`src/urfd_pkg.sv`:
```
// Shared types and codes for the UART receive FIFO register device.
// Used by urfd_core and uart_rx_fifo_register_device.
package urfd_pkg;

	localparam int unsigned FIFO_DEPTH_DEF = 16;

	localparam logic [7:0] UPPER_LANES = 8'hF0;

	// operation codes
	localparam logic [1:0] OP_WRITE = 2'd0;
	localparam logic [1:0] OP_READ  = 2'd1;
	localparam logic [1:0] OP_RECV  = 2'd2;

	// read map word indexes
	localparam logic [3:0] RD_DATA      = 4'd0;
	localparam logic [3:0] RD_CAN_WRITE = 4'd1;
	localparam logic [3:0] RD_CAN_READ  = 4'd2;
	localparam logic [3:0] RD_IRQ_EN    = 4'd3;
	localparam logic [3:0] RD_IRQ_LEVEL = 4'd4;
	localparam logic [3:0] RD_IRQ_ACT   = 4'd5;
	localparam logic [3:0] RD_ZERO      = 4'd6;

	// write map word indexes
	localparam logic [3:0] WR_TX        = 4'd0;
	localparam logic [3:0] WR_IRQ_EN    = 4'd1;

	typedef struct packed {
		logic [1:0]  operation;
		logic [4:0]  byte_address;
		logic [7:0]  byte_enables;
		logic [63:0] write_data;
		logic [7:0]  received_byte;
	} req_t;

	typedef struct packed {
		logic [63:0] read_data;
		logic        bus_error;
		logic        transmit_valid;
		logic [7:0]  transmit_byte;
		logic        rx_dropped;
		logic        interrupt_line;
	} rsp_t;

endpackage

```
`src/urfd_ram.sv`:
```
// Generic single write port, single read port RAM with registered read data.
// No dependencies.
module urfd_ram #(
	parameter int unsigned WIDTH = 8,
	parameter int unsigned DEPTH = 16
) (
	input  logic                     clk,
	input  logic                     wr_en,
	input  logic [$clog2(DEPTH)-1:0] wr_addr,
	input  logic [WIDTH-1:0]         wr_data,
	input  logic [$clog2(DEPTH)-1:0] rd_addr,
	output logic [WIDTH-1:0]         rd_data
);

	logic [WIDTH-1:0] mem [DEPTH];

	always_ff @(posedge clk) begin
		if (wr_en) begin
			mem[wr_addr] <= wr_data;
		end
		rd_data <= mem[rd_addr];
	end

endmodule

```
`src/urfd_core.sv`:
```
// Register file, receive FIFO control and result logic of the UART device.
// Depends on urfd_pkg and urfd_ram.
module urfd_core #(
	parameter int unsigned FIFO_DEPTH = urfd_pkg::FIFO_DEPTH_DEF
) (
	input  logic          clk,
	input  logic          arst_n,
	input  logic          go,
	input  urfd_pkg::req_t item,
	output urfd_pkg::rsp_t result
);

	import urfd_pkg::*;

	localparam int unsigned PW = $clog2(FIFO_DEPTH);
	localparam int unsigned CW = $clog2(FIFO_DEPTH + 1);
	localparam logic [CW-1:0] DEPTH_C = CW'(FIFO_DEPTH);
	localparam logic [PW-1:0] LAST_C  = PW'(FIFO_DEPTH - 1);

	logic [PW-1:0] rp_q, rp_nxt;
	logic [PW-1:0] wp_q, wp_nxt;
	logic [CW-1:0] count_q, count_nxt;
	logic          all_written_q, all_written_nxt;
	logic [31:0]   irq_en_q, irq_en_nxt;
	logic          level_q, level_nxt;

	logic          ram_wr_en;
	logic [7:0]    ram_rd_data;
	logic          byp_hit_q;
	logic [7:0]    byp_data_q;

	logic          upper;
	logic [3:0]    idx;
	logic [31:0]   wvalue;
	logic          empty;
	logic          full;
	logic [7:0]    head_byte;
	logic [31:0]   rvalue;

	always_comb begin
		upper  = |(item.byte_enables & UPPER_LANES);
		idx    = {1'b0, item.byte_address[4:2]} + {3'b000, upper};
		wvalue = upper ? item.write_data[63:32] : item.write_data[31:0];
		empty  = (count_q == '0);
		full   = (count_q == DEPTH_C);
		// slot at the read pointer was never written while the FIFO has not wrapped
		if (empty && !all_written_q) begin
			head_byte = 8'h00;
		end else begin
			head_byte = byp_hit_q ? byp_data_q : ram_rd_data;
		end
	end

	always_comb begin
		rp_nxt          = rp_q;
		wp_nxt          = wp_q;
		count_nxt       = count_q;
		all_written_nxt = all_written_q;
		irq_en_nxt      = irq_en_q;
		level_nxt       = level_q;
		ram_wr_en       = 1'b0;
		rvalue          = 32'h0;
		result          = '0;

		case (item.operation)
			OP_WRITE: begin
				case (idx)
					WR_TX: begin
						result.transmit_valid = 1'b1;
						result.transmit_byte  = item.write_data[7:0];
					end
					WR_IRQ_EN: begin
						irq_en_nxt = wvalue;
					end
					default: begin
						result.bus_error = 1'b1;
					end
				endcase
			end
			OP_READ: begin
				case (idx)
					RD_DATA: begin
						rvalue = {24'h0, head_byte};
						if (!empty) begin
							count_nxt = count_q - 1'b1;
							rp_nxt    = (rp_q == LAST_C) ? '0 : rp_q + 1'b1;
							if (count_q == CW'(1)) begin
								level_nxt = 1'b0;
							end
						end
					end
					RD_CAN_WRITE: rvalue = 32'h1;
					RD_CAN_READ:  rvalue = {31'h0, !empty};
					RD_IRQ_EN:    rvalue = irq_en_q;
					RD_IRQ_LEVEL: rvalue = {31'h0, level_q};
					RD_IRQ_ACT:   rvalue = irq_en_q & {31'h0, level_q};
					RD_ZERO:      rvalue = 32'h0;
					default: begin
						result.bus_error = 1'b1;
					end
				endcase
				if (!result.bus_error) begin
					result.read_data = upper ? {rvalue, 32'h0} : {32'h0, rvalue};
				end
			end
			OP_RECV: begin
				if (full) begin
					result.rx_dropped = 1'b1;
				end else begin
					ram_wr_en = 1'b1;
					count_nxt = count_q + 1'b1;
					wp_nxt    = (wp_q == LAST_C) ? '0 : wp_q + 1'b1;
					level_nxt = 1'b1;
					if (wp_q == LAST_C) begin
						all_written_nxt = 1'b1;
					end
				end
			end
			default: begin
			end
		endcase

		// hold state unless the item moves on this cycle
		if (!go) begin
			rp_nxt          = rp_q;
			wp_nxt          = wp_q;
			count_nxt       = count_q;
			all_written_nxt = all_written_q;
			irq_en_nxt      = irq_en_q;
			level_nxt       = level_q;
			ram_wr_en       = 1'b0;
		end

		result.interrupt_line = level_nxt & irq_en_nxt[0];
	end

	always_ff @(posedge clk or negedge arst_n) begin
		if (!arst_n) begin
			rp_q          <= '0;
			wp_q          <= '0;
			count_q       <= '0;
			all_written_q <= 1'b0;
			irq_en_q      <= 32'h0;
			level_q       <= 1'b0;
			byp_hit_q     <= 1'b0;
		end else begin
			rp_q          <= rp_nxt;
			wp_q          <= wp_nxt;
			count_q       <= count_nxt;
			all_written_q <= all_written_nxt;
			irq_en_q      <= irq_en_nxt;
			level_q       <= level_nxt;
			// forward a byte written to the slot being read in the same cycle
			byp_hit_q     <= ram_wr_en && (wp_q == rp_nxt);
		end
	end

	always_ff @(posedge clk) begin
		byp_data_q <= item.received_byte;
	end

	// read ahead at the pointer the next item will see
	urfd_ram #(
		.WIDTH (8),
		.DEPTH (FIFO_DEPTH)
	) u_store (
		.clk     (clk),
		.wr_en   (ram_wr_en),
		.wr_addr (wp_q),
		.wr_data (item.received_byte),
		.rd_addr (rp_nxt),
		.rd_data (ram_rd_data)
	);

endmodule

```
`src/uart_rx_fifo_register_device.sv`:
```
// UART register device with receive FIFO and level interrupt: top level.
// Depends on urfd_pkg and urfd_core.
//
// Usage:
//   The req channel carries one word per bus write, bus read or byte received
//   from the host; the rsp channel returns exactly one word per req word, in
//   order, with read data, bus error, transmit byte, drop flag and interrupt
//   level. Both channels use valid/stall; a word moves when valid is high and
//   stall is low.
//   A request enters the input register when it is taken, and its result
//   enters the result register when that word moves on, which rsp_stall
//   can hold off. Throughput: one word per cycle while rsp_stall does not
//   hold a result; every word is a single register and FIFO update done
//   between those registers, with the FIFO store read ahead at the next
//   read pointer.
//   While rsp_stall holds a result, the input register still takes a word
//   if it is empty, then req_stall rises until the result is taken.
//   Reset (arst_n low) empties the FIFO, clears the interrupt enable and the
//   pending level. The byte store needs no clearing pass: until the write
//   pointer has wrapped once, a read of the empty FIFO returns zero.
module uart_rx_fifo_register_device #(
	parameter int unsigned FIFO_DEPTH = urfd_pkg::FIFO_DEPTH_DEF
) (
	input  logic           clk,
	input  logic           arst_n,
	input  logic           req_valid,
	output logic           req_stall,
	input  urfd_pkg::req_t req,
	output logic           rsp_valid,
	input  logic           rsp_stall,
	output urfd_pkg::rsp_t rsp
);

	import urfd_pkg::*;

	logic valid_s1;
	req_t req_s1;
	logic rsp_valid_q;
	rsp_t rsp_q;
	rsp_t core_rsp;
	logic adv;
	logic go;

	assign adv       = !rsp_valid_q || !rsp_stall;
	assign go        = valid_s1 && adv;
	assign req_stall = valid_s1 && !adv;
	assign rsp_valid = rsp_valid_q;
	assign rsp       = rsp_q;

	always_ff @(posedge clk or negedge arst_n) begin
		if (!arst_n) begin
			valid_s1    <= 1'b0;
			rsp_valid_q <= 1'b0;
		end else begin
			if (!req_stall) begin
				valid_s1 <= req_valid;
			end
			if (adv) begin
				rsp_valid_q <= valid_s1;
			end
		end
	end

	always_ff @(posedge clk) begin
		if (req_valid && !req_stall) begin
			req_s1 <= req;
		end
		if (go) begin
			rsp_q <= core_rsp;
		end
	end

	urfd_core #(
		.FIFO_DEPTH (FIFO_DEPTH)
	) u_core (
		.clk    (clk),
		.arst_n (arst_n),
		.go     (go),
		.item   (req_s1),
		.result (core_rsp)
	);

endmodule
```
`config.mk`:
```
export PLATFORM = sky130hd
export DESIGN_NAME = uart_rx_fifo_register_device
export DESIGN_NICKNAME = d
export VERILOG_FILES = /design/src/urfd_pkg.sv /design/src/urfd_ram.sv /design/src/urfd_core.sv /design/src/uart_rx_fifo_register_device.sv
export SDC_FILE = /design/constraint.sdc
export NUM_CORES = 1
export LEC_CHECK = 0
export ABC_CLOCK_PERIOD_IN_PS = 4000
export BUFFER_PORTS_ARGS = -buffer_cell sky130_fd_sc_hd__buf_2
export CAP_MARGIN = 20
export CORE_MARGIN = 4
export CORE_UTILIZATION = 58
export DETAILED_ROUTE_END_ITERATION = 12
export PLACE_DENSITY = 0.91
export SLEW_MARGIN = 20
export SYNTH_ARGS = -nofsm -noshare
export SYNTH_HDL_FRONTEND = slang
export SYNTH_SLANG_ARGS = --single-unit
```
`constraint.sdc`:
```
create_clock -name clk -period 4 [get_ports clk]
set_input_delay 0.2 -clock clk [delete_from_list [all_inputs] [get_ports clk]]
set_output_delay 0.2 -clock clk [all_outputs]
set_load 0.02 [all_outputs]
```
==> flow_metrics.env <==
export IMPL_ys_ff_latch=351
export IMPL_place_area_um2=14600
export IMPL_num_vias=8493
export IMPL_fin_nets=1174
export IMPL_track_usage=0.263
export IMPL_core_rowCount=55
export IMPL_clockRootBuffer="clkbuf_16"
export IMPL_critPathMaxStageDelay_ns=0.64
export IMPL_ir_worst_vdd_uv=298
export IMPL_synth_area_leaders="edfxtp_1 63%, dfrtp_1 9.2%, and2_1 3.4%, mux4_2 2.8%, dfxtp_1 2.4%"
export IMPL_synthCells=798
export IMPL_initial_utilization=0.595
export IMPL_crit_type="reg -> reg"
export IMPL_avgSynthCellArea_um2=17.0
export IMPL_p_leak_nw=6.35
export IMPL_ys_flop_type="edfxtp_1"
export IMPL_tightest_slew_ns=1.04
export IMPL_cp_max_fo=23
export IMPL_cts_tree="yes"
export IMPL_path_cells="nor4_4 > inv_1 > ha_1 > ha_1 > or2_2 > o31ai_2 > and2_4 > buf_12 > mux4_1 > a22oi_1 > nand2_1"
export IMPL_wl_per_cell_um=24.8
export IMPL_crit_start="req_s1[77]"
export IMPL_worst_ep_required_time_ns=4.39
export IMPL_ys_types=67
export IMPL_period_minus_slack_ns=3.90
export IMPL_first_pass_iters=8
export IMPL_place_gp_congestion=0.797
export IMPL_synth_area_um2=13500
export IMPL_cts_max_path_buffers=3
export IMPL_die_w_um=161
export IMPL_async_reset_ff_frac=0.142
export IMPL_cts_buffers=35
export IMPL_first_iter_violations=1218
export IMPL_ios=169
export IMPL_clkLatencyLatePin_ns=0.53
export IMPL_synth_top_cell_area_share=0.632
export IMPL_antenna_found_initial=3
export IMPL_cpMaxStageDelayCell="mux4_1"
export IMPL_drive_above_1_share=0.254
export IMPL_grt_pass1_vias=8675
export IMPL_ys_seq_area_frac=0.748
export IMPL_grt_max_degree=82
export IMPL_hold_viol=0
export IMPL_syn_nets=903
export IMPL_dieArea_um2=25900
export IMPL_worstSetupEndpointType="register"
export IMPL_fin_area_um2=16700
export IMPL_whs_ns=0.368
export IMPL_cts_sinks=351
export IMPL_r2r_start="req_s1[77]"
export IMPL_fin_skew_ns=0.0322
export IMPL_cp_top_family="simple AND/OR/NAND/NOR gates"
export IMPL_r2r_slack_ns=0.1
export IMPL_dpl_hpwl_um=18800
export IMPL_grt_ovfl_total=0
export IMPL_worstPathArrival_ns=4.29
export IMPL_remaining_drc_errors=0
export IMPL_portBuffers=162
export IMPL_ys_warnings_count=0
export IMPL_dieHeight_um=161
export IMPL_status="complete, no violations"
export IMPL_cap_viol_max_count=0
export IMPL_final_setup_viol_count=0
export IMPL_clk_pin_slew_worst_paths_ns=0.08
export IMPL_pwr_density_cell_nw_per_um2=555
export IMPL_start_kind="register"
export IMPL_area_growth_pct=23.4
export IMPL_slew_headroom=0.302
export IMPL_synth_edf_count=285
export IMPL_drtAntennaViolNets=0
export IMPL_fmax_ghz=0.256
export IMPL_slew_viol_final=0
export IMPL_cts_htree_levels=2
export IMPL_core_area_um2=22800
export IMPL_vias_per_cell=6.01
export IMPL_synth_area_leader_cell="edfxtp_1"
export IMPL_hold_path_class="in -> async"
export IMPL_cpMostUsedCell="ha_1"
export IMPL_critical_path_buf_inv_count=2
export IMPL_finalWirelength_um=35000
export IMPL_grt_pass1_wl_um=51900
export IMPL_fin_crit_sh=0.976
state kept, by name, summed over array words and instances (netlist names):
signal	cells
u_core.u_store.mem	128
req_s1	81
rsp	76
u_core.irq_en_q	32
u_core.byp_data_q	8
u_core.u_store.rd_data	8
u_core.count_q	5
u_core.rp_q	4
u_core.wp_q	4
rsp_valid	1
u_core.all_written_q	1
u_core.byp_hit_q	1
u_core.level_q	1
valid_s1	1
through the flow:
stage | power (W) | TNS (ns) | utilization | setup slack, ns | cells
6_report | 0.00928 | 0 | 0.734 | 0.0979 | 1412
5_1_grt | 0.00959 | -0.00473 | 0.734 | -0.00473 | 1412
4_1_cts | 0.00909 | 0 | 0.730 | 0.0944 | 1399
3_5_place_dp | 0.00577 | 0 | 0.642 | 0.176 | 1252
3_3_place_gp | 0.00567 | 0 | 0.642 | 0.382 | 1252
2_1_floorplan | 0.00545 | 0 | - | 0.203 | 798
report_power, final:
group          switching [W]  internal (W)  total (W)
logic               0.000759      0.000636    0.00140
clock network        0.00142       0.00193    0.00335
registers           0.000254       0.00428    0.00453
total                0.00243       0.00684    0.00928
what timing repair did:
action	4_1_cts	5_1_grt
hold endpoints to repair	133	0
buffers inserted	0	8
gates resized for setup	0	0
endpoints found under the setup margin	0	7
hold buffers	84	0
final cells by class:
cell class                 count  area [um2]
sequential                   351       10100
multi-input combinational    402        3160
timing repair buffer         262        1800
clock inverter                17         214
clock buffer                  46         937
antenna                        4        10.0
tap                          313         392
inverter                      17        66.3
fill                        1159        6060
final timing paths:
kind                                             endpoint  depth (start not counted)
worst max-delay path            u_core.u_store.rd_data[3]                         11
worst min-delay path                  u_core.irq_en_q[25]                          3
worst max register to register  u_core.u_store.rd_data[3]                         11
worst min register to register         u_core.irq_en_q[5]                          2
max in group asynchronous               u_core.count_q[0]                          3
min in group clk                                req_s1[1]                          2
tightest hold or removal path, cell delays in order:
cell and delay, ns:
dlygate4sd3_1 0.54, buf_2 0.11, buf_4 0.55
routing by layer:
metal | wire length (um) | share of wire | global-route usage | vias to the layer above
li1 | - | - | - | 3572
met1 | 12800 | 0.37 | 0.339 | 4186
met2 | 17400 | 0.50 | 0.439 | 617
met3 | 3100 | 0.089 | 0.0506 | 118
met4 | 1690 | 0.048 | 0.117 | 0
met5 | 0 | 0 | 0 | -
synthesized netlist by cell type (all sizes together), types with 6 or more instances:
library cell    n
dfrtp          50
mux2i          32
a22oi          21
dfxtp          16
mux4           28
inv            17
edfxtp        285
clkbuf         17
ha             14
nor2           33
o21ai          45
nand2          61
a21oi           6
xnor2          10
nand4           6
and2           75
nand3          13
mux2           10
buf            11
layout by cell type, fill, tap and decap left out, types with 15 or more instances in the layout:
cell / count
nor2_1: 32
dlygate4sd3_1: 84
and2_1: 72
mux2i_1: 32
clkbuf_16: 35
dfxtp_1: 16
dfrtp_1: 50
a22oi_1: 21
mux4_2: 17
nand2_1: 61
o21ai_0: 44
buf_2: 162
inv_1: 15
edfxtp_1: 285
cells by family after synthesis:
family | after synthesis | synth area share
and+or+nand+nor | 207 | 0.0808
adders and majority gates | 14 | 0.0129
muxes | 70 | 0.0818
AOI/OAI and AO/OA | 99 | 0.0488
buffers and inverters | 45 | 0.0194
DFF | 351 | 0.748
xor gates and xnor gates | 12 | 0.00831
Note: power is estimated with default switching activity, not from simulation.
